===== config.mk =====
export PLATFORM = sky130hd
export DESIGN_NAME = underfrequency_load_shed_controller
export DESIGN_NICKNAME = d
export VERILOG_FILES = /design/src/ulsc_pkg.sv /design/src/underfrequency_load_shed_controller.sv /design/src/ulsc_mul.sv /design/src/ulsc_div.sv /design/src/ulsc_ctrl.sv
export SDC_FILE = /design/constraint.sdc
export NUM_CORES = 2
export LEC_CHECK = 0
export BUFFER_PORTS_ARGS = -buffer_cell sky130_fd_sc_hd__buf_2
export CAP_MARGIN = 20
export CORE_ASPECT_RATIO = 1.1
export CORE_MARGIN = 1
export CORE_UTILIZATION = 45
export CTS_CLUSTER_DIAMETER = 120
export CTS_CLUSTER_SIZE = 25
export DETAILED_ROUTE_END_ITERATION = 6
export GPL_ROUTABILITY_DRIVEN = 0
export GPL_TIMING_DRIVEN = 0
export MAX_ROUTING_LAYER = met4
export PLACE_DENSITY_LB_ADDON = 0.2
export SYNTH_ARGS = -nofsm -noshare
export SYNTH_HDL_FRONTEND = slang
export SYNTH_SLANG_ARGS = --single-unit

===== constraint.sdc =====
create_clock -name i_clk -period 11.8 [get_ports i_clk]
set_input_delay 1.77 -clock i_clk [delete_from_list [all_inputs] [get_ports i_clk]]
set_output_delay 1.77 -clock i_clk [all_outputs]
set_load 0.02 [all_outputs]

===== src/ulsc_pkg.sv =====
package ulsc_pkg;

    localparam int FREQ_W     = 20;
    localparam int ROC_W      = 34;
    localparam int ROC_TH_W   = 33;
    localparam int WIN_W      = 16;
    localparam int TICK_W     = 32;
    localparam int CFG_IDX_W  = 2;
    localparam int CFG_DATA_W = 33;

    // serial multiplier: 40-bit multiplicand, 20-bit multiplier, 4-bit digits
    localparam int MUL_A_W     = 40;
    localparam int MUL_B_W     = 20;
    localparam int MUL_P_W     = MUL_A_W + MUL_B_W;
    localparam int DIG_W       = 4;
    localparam int MUL_STEPS   = MUL_B_W / DIG_W;
    localparam int MUL_CNT_W   = 3;

    // (diff * f * p * 2) / 256 == product >> 7
    localparam int NUM_SHIFT   = 7;
    localparam int DIV_N_W     = MUL_P_W - NUM_SHIFT;
    localparam int DIV_D_W     = FREQ_W + 1;
    localparam int DIV_Q_W     = ROC_W;
    localparam int DIV_STEPS   = DIV_Q_W;
    localparam int DIV_CNT_W   = 6;

    localparam logic [CFG_IDX_W-1:0] CFG_FREQ_TH = 2'd0;
    localparam logic [CFG_IDX_W-1:0] CFG_ROC_TH  = 2'd1;
    localparam logic [CFG_IDX_W-1:0] CFG_WINDOW  = 2'd2;

    localparam logic [FREQ_W-1:0]   FREQ_TH_RST = 20'd12544;
    localparam logic [ROC_TH_W-1:0] ROC_TH_RST  = 33'd2560;
    localparam logic [WIN_W-1:0]    WINDOW_RST  = 16'd500;

    localparam logic ACTION_SAMPLE = 1'b0;
    localparam logic ACTION_EVAL   = 1'b1;

    localparam logic signed [ROC_W-1:0] ROC_MAX = {1'b0, {(ROC_W-1){1'b1}}};
    localparam logic signed [ROC_W-1:0] ROC_MIN = {1'b1, {(ROC_W-1){1'b0}}};

    typedef enum logic [1:0] {
        MODE_STARTUP = 2'd0,
        MODE_NORMAL  = 2'd1,
        MODE_MANAGE  = 2'd2
    } t_mode;

    typedef enum logic [1:0] {
        CMD_NONE      = 2'd0,
        CMD_SHED      = 2'd1,
        CMD_RECONNECT = 2'd2
    } t_cmd;

    typedef enum logic [2:0] {
        S_IDLE,
        S_START,
        S_MUL1,
        S_MUL2,
        S_DIV,
        S_FIN,
        S_EVAL
    } t_state;

    typedef struct packed {
        logic [TICK_W-1:0] now;
        logic              one_left;
        logic              button;
    } t_eval_req;

    typedef struct packed {
        t_mode mode;
        t_cmd  cmd;
        logic  maint;
    } t_eval_res;

endpackage


===== src/underfrequency_load_shed_controller.sv =====
// Underfrequency load-shed controller.
// Input channel (i_valid / o_stall): each transfer is either a frequency
// sample (action 0) or a periodic evaluation (action 1). Output channel
// (o_valid / i_stall): exactly one result per input item, in order.
// Configuration: i_cfg_we writes register i_cfg_idx (0 frequency threshold,
// 1 rate-of-change threshold, 2 stability window); writes to index 3 are
// dropped. Write only while the block is idle.
// Sample: rate of change goes through a 4-bit digit-serial multiplier twice
// and then a radix-2 divider; the result is loaded into the output register
// from S_FIN once that register is free, and the next item is taken when
// the block is back in idle.
// Evaluation: the result is loaded from S_EVAL once the output is free.
// One item is in work at a time; o_stall is high while it is.
// A finished result sits in the output register; the next item is accepted
// while it waits, but its own result is held back until the register frees.
// Reset (synchronous, active low) restores the threshold defaults, startup
// mode, zero held frequency and rate of change, and empties the output.
module underfrequency_load_shed_controller (
    input  logic                                   i_clk,
    input  logic                                   i_rst_n,
    input  logic                                   i_valid,
    output logic                                   o_stall,
    input  logic                                   i_action,
    input  logic [ulsc_pkg::FREQ_W-1:0]            i_freq_sample,
    input  logic [ulsc_pkg::TICK_W-1:0]            i_now_ticks,
    input  logic                                   i_one_load_left,
    input  logic                                   i_button_pressed,
    output logic                                   o_valid,
    input  logic                                   i_stall,
    output logic                                   o_kind,
    output logic [ulsc_pkg::FREQ_W-1:0]            o_freq_out,
    output logic signed [ulsc_pkg::ROC_W-1:0]      o_roc_out,
    output logic [1:0]                             o_mode,
    output logic [1:0]                             o_load_command,
    output logic                                   o_maintenance,
    input  logic                                   i_cfg_we,
    input  logic [ulsc_pkg::CFG_IDX_W-1:0]         i_cfg_idx,
    input  logic [ulsc_pkg::CFG_DATA_W-1:0]        i_cfg_wdata
);

    localparam int FW = ulsc_pkg::FREQ_W;
    localparam int RW = ulsc_pkg::ROC_W;
    localparam int AW = ulsc_pkg::MUL_A_W;
    localparam int PW = ulsc_pkg::MUL_P_W;
    localparam int DW = ulsc_pkg::DIV_D_W;

    // configuration
    logic [FW-1:0]                  r_freq_th;
    logic [ulsc_pkg::ROC_TH_W-1:0]  r_roc_th;
    logic [ulsc_pkg::WIN_W-1:0]     r_win;

    // sequencer and datapath
    ulsc_pkg::t_state               r_state, n_state;
    logic                           r_action;
    logic [FW-1:0]                  r_f;
    ulsc_pkg::t_eval_req            r_req;
    logic [FW-1:0]                  r_prev_freq;
    logic signed [RW-1:0]           r_last_roc;

    logic                           w_accept;
    logic                           w_out_free;
    logic                           w_load;
    logic                           w_commit;
    logic                           w_neg;
    logic [FW-1:0]                  w_diff;
    logic [DW-1:0]                  w_sum;
    logic signed [RW-1:0]           w_roc;

    logic                           w_mul_start;
    logic [AW-1:0]                  w_mul_a;
    logic [ulsc_pkg::MUL_B_W-1:0]   w_mul_b;
    logic                           w_mul_done;
    logic [PW-1:0]                  w_prod;
    logic                           w_div_start;
    logic                           w_div_done;
    logic [ulsc_pkg::DIV_Q_W-1:0]   w_quot;

    ulsc_pkg::t_eval_res            w_res;
    ulsc_pkg::t_eval_res            w_cur;

    // output register
    logic                           r_o_valid;
    logic                           r_o_kind;
    logic [FW-1:0]                  r_o_freq;
    logic signed [RW-1:0]           r_o_roc;
    ulsc_pkg::t_eval_res            r_o_res;
    logic                           n_o_kind;
    logic [FW-1:0]                  n_o_freq;
    logic signed [RW-1:0]           n_o_roc;
    ulsc_pkg::t_eval_res            n_o_res;

    always_ff @(posedge i_clk) begin
        if (!i_rst_n) begin
            r_freq_th <= ulsc_pkg::FREQ_TH_RST;
            r_roc_th  <= ulsc_pkg::ROC_TH_RST;
            r_win     <= ulsc_pkg::WINDOW_RST;
        end else if (i_cfg_we) begin
            unique case (i_cfg_idx)
                ulsc_pkg::CFG_FREQ_TH: r_freq_th <= i_cfg_wdata[FW-1:0];
                ulsc_pkg::CFG_ROC_TH:  r_roc_th  <= i_cfg_wdata[ulsc_pkg::ROC_TH_W-1:0];
                ulsc_pkg::CFG_WINDOW:  r_win     <= i_cfg_wdata[ulsc_pkg::WIN_W-1:0];
                default: ;
            endcase
        end
    end

    assign o_stall    = (r_state != ulsc_pkg::S_IDLE);
    assign w_accept   = i_valid && !o_stall;
    assign w_out_free = !r_o_valid || !i_stall;

    assign w_neg  = r_f < r_prev_freq;
    assign w_diff = w_neg ? (r_prev_freq - r_f) : (r_f - r_prev_freq);
    assign w_sum  = {1'b0, r_f} + {1'b0, r_prev_freq};

    // quotient magnitude stays below 2^33; saturation kept as a guard
    always_comb begin
        if (w_sum == '0) begin
            w_roc = '0;
        end else if (!w_neg) begin
            w_roc = w_quot[RW-1] ? ulsc_pkg::ROC_MAX : $signed(w_quot);
        end else begin
            w_roc = w_quot[RW-1] ? ulsc_pkg::ROC_MIN : -$signed(w_quot);
        end
    end

    always_ff @(posedge i_clk) begin
        if (!i_rst_n) begin
            r_state <= ulsc_pkg::S_IDLE;
        end else begin
            r_state <= n_state;
        end
    end

    always_comb begin
        n_state     = r_state;
        w_mul_start = 1'b0;
        w_div_start = 1'b0;
        w_mul_a     = w_prod[AW-1:0];
        w_mul_b     = r_prev_freq;
        w_load      = 1'b0;
        w_commit    = 1'b0;
        unique case (r_state)
            ulsc_pkg::S_IDLE: begin
                if (w_accept) begin
                    n_state = (i_action == ulsc_pkg::ACTION_EVAL) ?
                              ulsc_pkg::S_EVAL : ulsc_pkg::S_START;
                end
            end
            ulsc_pkg::S_START: begin
                // first pass: |f - p| * f
                w_mul_start = 1'b1;
                w_mul_a     = {{(AW-FW){1'b0}}, w_diff};
                w_mul_b     = r_f;
                n_state     = ulsc_pkg::S_MUL1;
            end
            ulsc_pkg::S_MUL1: begin
                // second pass: times p
                if (w_mul_done) begin
                    w_mul_start = 1'b1;
                    n_state     = ulsc_pkg::S_MUL2;
                end
            end
            ulsc_pkg::S_MUL2: begin
                if (w_mul_done) begin
                    w_div_start = 1'b1;
                    n_state     = ulsc_pkg::S_DIV;
                end
            end
            ulsc_pkg::S_DIV: begin
                if (w_div_done) begin
                    n_state = ulsc_pkg::S_FIN;
                end
            end
            ulsc_pkg::S_FIN: begin
                if (w_out_free) begin
                    w_load  = 1'b1;
                    n_state = ulsc_pkg::S_IDLE;
                end
            end
            ulsc_pkg::S_EVAL: begin
                if (w_out_free) begin
                    w_load   = 1'b1;
                    w_commit = 1'b1;
                    n_state  = ulsc_pkg::S_IDLE;
                end
            end
            default: begin
                n_state = ulsc_pkg::S_IDLE;
            end
        endcase
    end

    always_ff @(posedge i_clk) begin
        if (w_accept) begin
            r_action <= i_action;
            r_f      <= i_freq_sample;
            r_req    <= '{now: i_now_ticks, one_left: i_one_load_left,
                          button: i_button_pressed};
        end
    end

    always_ff @(posedge i_clk) begin
        if (!i_rst_n) begin
            r_prev_freq <= '0;
            r_last_roc  <= '0;
        end else if (w_load && (r_state == ulsc_pkg::S_FIN)) begin
            r_prev_freq <= r_f;
            r_last_roc  <= w_roc;
        end
    end

    ulsc_mul u_mul (
        .i_clk   (i_clk),
        .i_rst_n (i_rst_n),
        .i_start (w_mul_start),
        .i_a     (w_mul_a),
        .i_b     (w_mul_b),
        .o_done  (w_mul_done),
        .o_prod  (w_prod)
    );

    ulsc_div u_div (
        .i_clk   (i_clk),
        .i_rst_n (i_rst_n),
        .i_start (w_div_start),
        .i_num   (w_prod[PW-1:ulsc_pkg::NUM_SHIFT]),
        .i_den   (w_sum),
        .o_done  (w_div_done),
        .o_quot  (w_quot)
    );

    ulsc_ctrl u_ctrl (
        .i_clk       (i_clk),
        .i_rst_n     (i_rst_n),
        .i_commit    (w_commit),
        .i_req       (r_req),
        .i_prev_freq (r_prev_freq),
        .i_last_roc  (r_last_roc),
        .i_freq_th   (r_freq_th),
        .i_roc_th    (r_roc_th),
        .i_win       (r_win),
        .o_res       (w_res),
        .o_cur       (w_cur)
    );

    always_comb begin
        if (r_state == ulsc_pkg::S_EVAL) begin
            n_o_kind = ulsc_pkg::ACTION_EVAL;
            n_o_freq = r_prev_freq;
            n_o_roc  = r_last_roc;
            n_o_res  = w_res;
        end else begin
            n_o_kind = ulsc_pkg::ACTION_SAMPLE;
            n_o_freq = r_f;
            n_o_roc  = w_roc;
            n_o_res  = w_cur;
        end
    end

    always_ff @(posedge i_clk) begin
        if (!i_rst_n) begin
            r_o_valid <= 1'b0;
        end else if (w_load) begin
            r_o_valid <= 1'b1;
        end else if (!i_stall) begin
            r_o_valid <= 1'b0;
        end
    end

    always_ff @(posedge i_clk) begin
        if (w_load) begin
            r_o_kind <= n_o_kind;
            r_o_freq <= n_o_freq;
            r_o_roc  <= n_o_roc;
            r_o_res  <= n_o_res;
        end
    end

    assign o_valid        = r_o_valid;
    assign o_kind         = r_o_kind;
    assign o_freq_out     = r_o_freq;
    assign o_roc_out      = r_o_roc;
    assign o_mode         = r_o_res.mode;
    assign o_load_command = r_o_res.cmd;
    assign o_maintenance  = r_o_res.maint;

    a_accept_leaves_idle: assert property (@(posedge i_clk) disable iff (!i_rst_n)
        w_accept |=> (r_state == ulsc_pkg::S_START || r_state == ulsc_pkg::S_EVAL)
                     && (r_action == $past(i_action)))
        else $error("accepted item did not start work");

    a_sample_no_command: assert property (@(posedge i_clk) disable iff (!i_rst_n)
        (o_valid && (o_kind == ulsc_pkg::ACTION_SAMPLE)) |->
            (o_load_command == ulsc_pkg::CMD_NONE))
        else $error("load command on a sample result");

    a_held_values_shown: assert property (@(posedge i_clk) disable iff (!i_rst_n)
        o_valid |-> (o_freq_out == r_prev_freq) && (o_roc_out == r_last_roc))
        else $error("result disagrees with held frequency or rate of change");

endmodule


===== src/ulsc_mul.sv =====
module ulsc_mul (
    input  logic                             i_clk,
    input  logic                             i_rst_n,
    input  logic                             i_start,
    input  logic [ulsc_pkg::MUL_A_W-1:0]     i_a,
    input  logic [ulsc_pkg::MUL_B_W-1:0]     i_b,
    output logic                             o_done,
    output logic [ulsc_pkg::MUL_P_W-1:0]     o_prod
);

    localparam int AW = ulsc_pkg::MUL_A_W;
    localparam int BW = ulsc_pkg::MUL_B_W;
    localparam int PW = ulsc_pkg::MUL_P_W;
    localparam int DW = ulsc_pkg::DIG_W;
    localparam int CW = ulsc_pkg::MUL_CNT_W;

    logic [AW-1:0]    r_a;
    logic [PW-1:0]    r_p;
    logic [CW-1:0]    r_cnt;
    logic             r_busy;
    logic             r_done;
    logic [AW+DW-1:0] w_pp;
    logic [AW+DW-1:0] w_sum;

    // multiplier digits leave at the bottom, partial sum enters at the top
    assign w_pp  = {{DW{1'b0}}, r_a} * {{AW{1'b0}}, r_p[DW-1:0]};
    assign w_sum = {{DW{1'b0}}, r_p[PW-1:BW]} + w_pp;

    always_ff @(posedge i_clk) begin
        if (!i_rst_n) begin
            r_busy <= 1'b0;
            r_done <= 1'b0;
            r_cnt  <= '0;
        end else begin
            r_done <= 1'b0;
            if (i_start) begin
                r_busy <= 1'b1;
                r_cnt  <= '0;
            end else if (r_busy) begin
                if (r_cnt == CW'(ulsc_pkg::MUL_STEPS - 1)) begin
                    r_busy <= 1'b0;
                    r_done <= 1'b1;
                end else begin
                    r_cnt <= r_cnt + 1'b1;
                end
            end
        end
    end

    always_ff @(posedge i_clk) begin
        if (i_start) begin
            r_a <= i_a;
            r_p <= {{AW{1'b0}}, i_b};
        end else if (r_busy) begin
            r_p <= {w_sum, r_p[BW-1:DW]};
        end
    end

    assign o_done = r_done;
    assign o_prod = r_p;

endmodule


===== src/ulsc_div.sv =====
module ulsc_div (
    input  logic                           i_clk,
    input  logic                           i_rst_n,
    input  logic                           i_start,
    input  logic [ulsc_pkg::DIV_N_W-1:0]   i_num,
    input  logic [ulsc_pkg::DIV_D_W-1:0]   i_den,
    output logic                           o_done,
    output logic [ulsc_pkg::DIV_Q_W-1:0]   o_quot
);

    localparam int NW = ulsc_pkg::DIV_N_W;
    localparam int DW = ulsc_pkg::DIV_D_W;
    localparam int QW = ulsc_pkg::DIV_Q_W;
    localparam int CW = ulsc_pkg::DIV_CNT_W;

    logic [DW-1:0] r_den;
    logic [DW-1:0] r_rem;
    logic [QW-1:0] r_q;
    logic [CW-1:0] r_cnt;
    logic          r_busy;
    logic          r_done;
    logic [DW:0]   w_t;
    logic [DW:0]   w_sub;
    logic          w_ge;

    // restoring radix-2: one quotient bit per cycle; the upper dividend
    // bits are below the divisor because the quotient fits in QW bits
    assign w_t   = {r_rem, r_q[QW-1]};
    assign w_ge  = w_t >= {1'b0, r_den};
    assign w_sub = w_t - {1'b0, r_den};

    always_ff @(posedge i_clk) begin
        if (!i_rst_n) begin
            r_busy <= 1'b0;
            r_done <= 1'b0;
            r_cnt  <= '0;
        end else begin
            r_done <= 1'b0;
            if (i_start) begin
                r_busy <= 1'b1;
                r_cnt  <= '0;
            end else if (r_busy) begin
                if (r_cnt == CW'(ulsc_pkg::DIV_STEPS - 1)) begin
                    r_busy <= 1'b0;
                    r_done <= 1'b1;
                end else begin
                    r_cnt <= r_cnt + 1'b1;
                end
            end
        end
    end

    always_ff @(posedge i_clk) begin
        if (i_start) begin
            r_den <= i_den;
            r_rem <= {{(DW-(NW-QW)){1'b0}}, i_num[NW-1:QW]};
            r_q   <= i_num[QW-1:0];
        end else if (r_busy) begin
            r_rem <= w_ge ? w_sub[DW-1:0] : w_t[DW-1:0];
            r_q   <= {r_q[QW-2:0], w_ge};
        end
    end

    assign o_done = r_done;
    assign o_quot = r_q;

endmodule


===== src/ulsc_ctrl.sv =====
module ulsc_ctrl (
    input  logic                              i_clk,
    input  logic                              i_rst_n,
    input  logic                              i_commit,
    input  ulsc_pkg::t_eval_req               i_req,
    input  logic [ulsc_pkg::FREQ_W-1:0]       i_prev_freq,
    input  logic signed [ulsc_pkg::ROC_W-1:0] i_last_roc,
    input  logic [ulsc_pkg::FREQ_W-1:0]       i_freq_th,
    input  logic [ulsc_pkg::ROC_TH_W-1:0]     i_roc_th,
    input  logic [ulsc_pkg::WIN_W-1:0]        i_win,
    output ulsc_pkg::t_eval_res               o_res,
    output ulsc_pkg::t_eval_res               o_cur
);

    localparam int TW = ulsc_pkg::TICK_W;
    localparam int RW = ulsc_pkg::ROC_W;

    ulsc_pkg::t_mode r_mode, n_mode;
    logic [TW-1:0]   r_ws, n_ws;
    logic            r_stab_v, n_stab_v;
    logic            r_stab, n_stab;
    logic            r_maint, n_maint;
    ulsc_pkg::t_cmd  w_cmd;

    logic [RW-1:0]   w_roc_mag;
    logic            w_brk;
    logic            w_stab;
    logic [TW-1:0]   w_ws_eff;
    logic [TW-1:0]   w_age;
    logic            w_elapsed;

    assign w_roc_mag = i_last_roc[RW-1] ? (~i_last_roc + 1'b1) : i_last_roc;
    assign w_brk     = (i_prev_freq < i_freq_th) || (w_roc_mag > {1'b0, i_roc_th});
    assign w_stab    = !w_brk;
    // stability flip restarts the window
    assign w_ws_eff  = (r_stab_v && (w_stab != r_stab)) ? i_req.now : r_ws;
    assign w_age     = i_req.now - w_ws_eff;
    assign w_elapsed = w_age >= {{(TW-ulsc_pkg::WIN_W){1'b0}}, i_win};

    always_ff @(posedge i_clk) begin
        if (!i_rst_n) begin
            r_mode   <= ulsc_pkg::MODE_STARTUP;
            r_ws     <= '0;
            r_stab_v <= 1'b0;
            r_stab   <= 1'b0;
            r_maint  <= 1'b0;
        end else begin
            r_mode   <= n_mode;
            r_ws     <= n_ws;
            r_stab_v <= n_stab_v;
            r_stab   <= n_stab;
            r_maint  <= n_maint;
        end
    end

    always_comb begin
        n_mode   = r_mode;
        n_ws     = r_ws;
        n_stab_v = r_stab_v;
        n_stab   = r_stab;
        n_maint  = r_maint;
        w_cmd    = ulsc_pkg::CMD_NONE;
        if (i_commit) begin
            unique case (r_mode)
                ulsc_pkg::MODE_NORMAL: begin
                    if (w_brk) begin
                        n_ws   = i_req.now;
                        n_mode = ulsc_pkg::MODE_MANAGE;
                        w_cmd  = ulsc_pkg::CMD_SHED;
                    end
                end
                ulsc_pkg::MODE_MANAGE: begin
                    n_stab_v = 1'b1;
                    n_stab   = w_stab;
                    n_ws     = w_ws_eff;
                    if (w_elapsed) begin
                        n_ws = i_req.now;
                        if (w_brk) begin
                            w_cmd = ulsc_pkg::CMD_SHED;
                        end else begin
                            w_cmd = ulsc_pkg::CMD_RECONNECT;
                            if (i_req.one_left) begin
                                n_mode = ulsc_pkg::MODE_NORMAL;
                            end
                        end
                    end
                end
                default: begin
                    n_mode = ulsc_pkg::MODE_NORMAL;
                end
            endcase
            if (i_req.button) begin
                if (r_maint) begin
                    n_maint = 1'b0;
                    n_mode  = ulsc_pkg::MODE_NORMAL;
                end else begin
                    n_maint = 1'b1;
                    n_mode  = ulsc_pkg::MODE_MANAGE;
                end
            end
        end
    end

    assign o_res = '{mode: n_mode, cmd: w_cmd, maint: n_maint};
    assign o_cur = '{mode: r_mode, cmd: ulsc_pkg::CMD_NONE, maint: r_maint};

    a_mode_left_startup: assert property (@(posedge i_clk) disable iff (!i_rst_n)
        i_commit |=> r_mode != ulsc_pkg::MODE_STARTUP)
        else $error("mode still startup after an evaluation");

    a_button_toggles: assert property (@(posedge i_clk) disable iff (!i_rst_n)
        (i_commit && i_req.button) |=> r_maint != $past(r_maint))
        else $error("button did not toggle maintenance flag");

    a_hold_when_idle: assert property (@(posedge i_clk) disable iff (!i_rst_n)
        !i_commit |=> ($stable(r_mode) && $stable(r_maint) && $stable(r_ws)))
        else $error("controller state moved without an evaluation");

endmodule

==> results.md <==
* Residual DRC count at 0
* Vias in the first global route at ~26000
* Critical path's largest stage delay at around 0.55 ns
* Max_cap viols at 0
* Unrepaired setup endpoints after global routing: no
* Largest net degree at the start of global routing at between 60 and 70
* Clk network pwr share at roughly a tenth
* Post-synthesis cell count at 3675
* Initial Util at a little under half
* Power per standard cell area at roughly 300 nW/µm²
* Area delta synth->final at 8.84%
* Final min period at between 10 and 15 ns
* Crit share post-route at a little over nine tenths
* TNS Setup at 0 ns
* Wirelength, routed at 97700 µm
* Reg2reg path depth at 46
* Crit path kind: reg2reg
* Worst slew margin at 32.6%
* Worst Hold End: r_roc_th[13]
* Nets@finish at about 4300
* Starting DRT DRC Count at roughly 2200
* Num rows at slightly above 100
* Final Cell Area at approximately 35000 µm²
* Final hold vios at 0
* Layout Skew at slightly above 0.02 ns
* Crit path arrival time at about 12 ns
* Dpl hpwl at slightly below 80000 µm
* Clock H-tree levels at 1
* Critical path peak fanout at 10
* Hold WC Path Type: reg2reg
* Comb pwr share at 66.8%
* Status: finished, final reports clean
* Die footprint at between 70000 and 80000 µm²
* Switching Share at about half
* NetSw at slightly above 5 mW
* Post-synth top cells: nand2_1, inv_1, a21oi_1, edfxtp_1, nor2_1
* Worst-path clk slew at ~0.11 ns
* Wire per inst at slightly above 20 µm
* First-pass GRT wire length at ~150000 µm
* Reg2reg end: u_ctrl.r_ws[1]
* Synth top area share at about 23%
* Drt pass-1 iters at 6
* Total GRT Usage at a little over a quarter
* Clock Tree Buf Depth at 3
* Root Driver: clkbuf_16
* Share of synthesized registers carrying an async set or reset at 0%
* Sequential group share of total power at around a quarter
* Placed Area at about 35000 µm²
* Final setup violation count at 0
* Area leader, netlist: edfxtp_1
* ANT nets after route at 0
* Vias/cell at approximately 5.6
* Synth cell types at 90
* DIE HEIGHT at 284 µm
* Most numerous cell in the Yosys netlist: nand2_1
* Worst r2r src: r_last_roc[2]
* Seq cells post-synth at around 470
* # hold bufs at CTS at 0
* Worst-Skew Late Latency at about 0.62 ns
* Pleak at approximately 14 nW
* Maximum vdd ir drop at ~0.22 mV
* Flop2flop setup slack at roughly 0.64 ns
* Sequential area share after synthesis at a little over a third
* CORE AREA at between 70000 and 80000 µm²
* CTS tree: yes
* Cell-internal power at between 5 and 6 mW
* Routed vias at 26900
* CP Launch Type: flip-flop
* Grt total ovfl at 0
* Initial antenna violation count at 2
* Worst Hold Launch: r_roc_th[13]
* Die W at 258 µm
* IO Port Bufs at approximately 160
* Clock sink count at between 400 and 500
* Max Clock Freq at between 0.08 and 0.09 GHz
* Synth Warn # at 0
* Worst setup path startpoint: r_last_roc[2]
* Worst-margin pin slew at 1.01 ns
* Io pins at 157
* Worst path slowest cell: or4_4
* Syn nets at about 4100
* Top FF cell, synth: edfxtp_1
* Slew Viols, Final at 0
* EDFF count, synth at about 250
* CP Data Required Time at between 10 and 15 ns
* CTS Buf Count at 24
* CP endpoint kind: flip-flop
* Layout Utilization at about half
* Share of layout cells above drive strength 1 at under 10%
* Mapped cell area at about 32000 µm²
* Post-Syn Area per Cell at between 8 and 9 µm²
* Top post-synthesis cells by area: edfxtp_1, dfxtp_1, ha_1
* Worst Hold Path Cells at 2
[metrics by stage]
stage / setup slack (ns) / instances / power (mW) / hold slack, ns
final: 0.641 / 4819 / 10.4 / 0.459
after floorplan: 2.13 / 3675 / 7.59 / 0.432
after global placement: -0.226 / 4766 / 9.27 / 0.441
after global routing: 0.0140 / 4819 / 11.3 / 0.475
after detailed placement: -0.236 / 4772 / 9.33 / 0.446
after CTS: 0.0333 / 4816 / 10.4 / 0.461
[state kept, by name, indices dropped and copies added (netlist names), 2 cells and up]
name,flops
u_mul.o_prod,60
u_mul.r_a,40
o_roc_out,34
r_last_roc,34
r_req,34
u_div.o_quot,34
r_roc_th,33
u_ctrl.r_ws,32
u_div.r_den,21
u_div.r_rem,21
o_freq_out,20
r_f,20
r_freq_th,20
r_prev_freq,20
r_win,16
u_div.r_cnt,6
r_state,3
u_mul.r_cnt,3
o_load_command,2
o_mode,2
u_ctrl.r_mode,2
[worst max-delay path, delay by kind of cell, from the launching register on]
family                   cells  cell delay (ns)
AO/OA/AOI/OAI               26             5.57
AND/OR/NAND/NOR              9             2.60
adder cells (fa/ha/maj)      5             1.50
buffers and inverters        3             0.51
XOR/XNOR                     2             0.40
flip-flops                   1             0.31
multiplexers                 1             0.12
[cell type report]
cell class,count,area [µm²]
fillers,6949,35600
multi-input cells,2742,18900
flip-flops and latches,467,11800
well taps,936,1170
inverters,297,1110
repair buffers,164,908
plain buffers,168,689
clock buffers,38,674
clock inverters,6,70.1
diodes,1,2.50
[how the worst max path moves through the flow]
| stage | slack [ns] | endpoint |
|---|---|---|
| 2_1_floorplan | 2.13 | u_ctrl.r_ws[10] |
| 3_3_place_gp | -0.23 | u_ctrl.r_ws[5] |
| 4_1_cts | 0.03 | u_ctrl.r_ws[22] |
| 6_report | 0.64 | u_ctrl.r_ws[1] |
| 3_5_place_dp | -0.24 | u_ctrl.r_ws[22] |
| 5_1_grt | 0.01 | u_ctrl.r_ws[22] |
[cells in the final DEF, fill, tap and decap left out, types with 9 or more instances in the layout]
cell type  instances
nand2_1          708
inv_1            293
a21oi_1          274
edfxtp_1         248
nor2_1           231
ha_1             229
dfxtp_1          219
clkbuf_1         165
o21ai_0          155
buf_2            155
fa_1             119
mux2i_1          110
xnor2_1          104
and2_1            79
o31ai_1           77
a21o_1            70
xor2_1            51
a31oi_1           43
nand2b_1          41
nor3_1            38
nand3_1           32
nor2b_1           31
and3_1            27
or3_1             26
clkbuf_16         25
o211ai_1          24
o21bai_1          21
nand4_1           20
a211oi_1          19
nor4_1            13
a21boi_0          13
or4_1             12
o21a_1            11
buf_1             10
o32ai_1            9
[what timing repair did]
action                     CTS  global route
gates resized for setup      3             2
pin swaps                    0             1
buffers inserted             0             3
setup endpoints to repair   36            38
[cell families after synthesis]
kind of cell / count (synthesis) / synth area share (%)
adders and majority gates: 355 / 16.4
muxes: 116 / 3.63
xor gates and xnor gates: 155 / 4.18
and+or+nand+nor: 1301 / 17.9
AOI/OAI and AO/OA: 815 / 15.9
buffers and inverters: 466 / 5.56
DFF: 467 / 36.4
[power groups by stage]
| stage | sequential (mW) | combinational [mW] | clock, mW |
|---|---|---|---|
| detailed placement | 2.48 | 6.85 | 0 |
| CTS | 2.44 | 6.93 | 1.02 |
| global route | 2.48 | 7.78 | 1.07 |
| floorplan | 2.37 | 5.22 | 0 |
| global placement | 2.50 | 6.77 | 0 |
| finish | 2.45 | 6.96 | 1.00 |
[metal layers]
| layer | GRT usage, % | share of wire [%] |
|---|---|---|
| met4 | 9.64 | 4.0 |
| met2 | 45.3 | 48 |
| met5 | - | 0 |
| met1 | 34.3 | 42 |
| met3 | 2.31 | 5.2 |
Power figures use the tool's default switching activity.
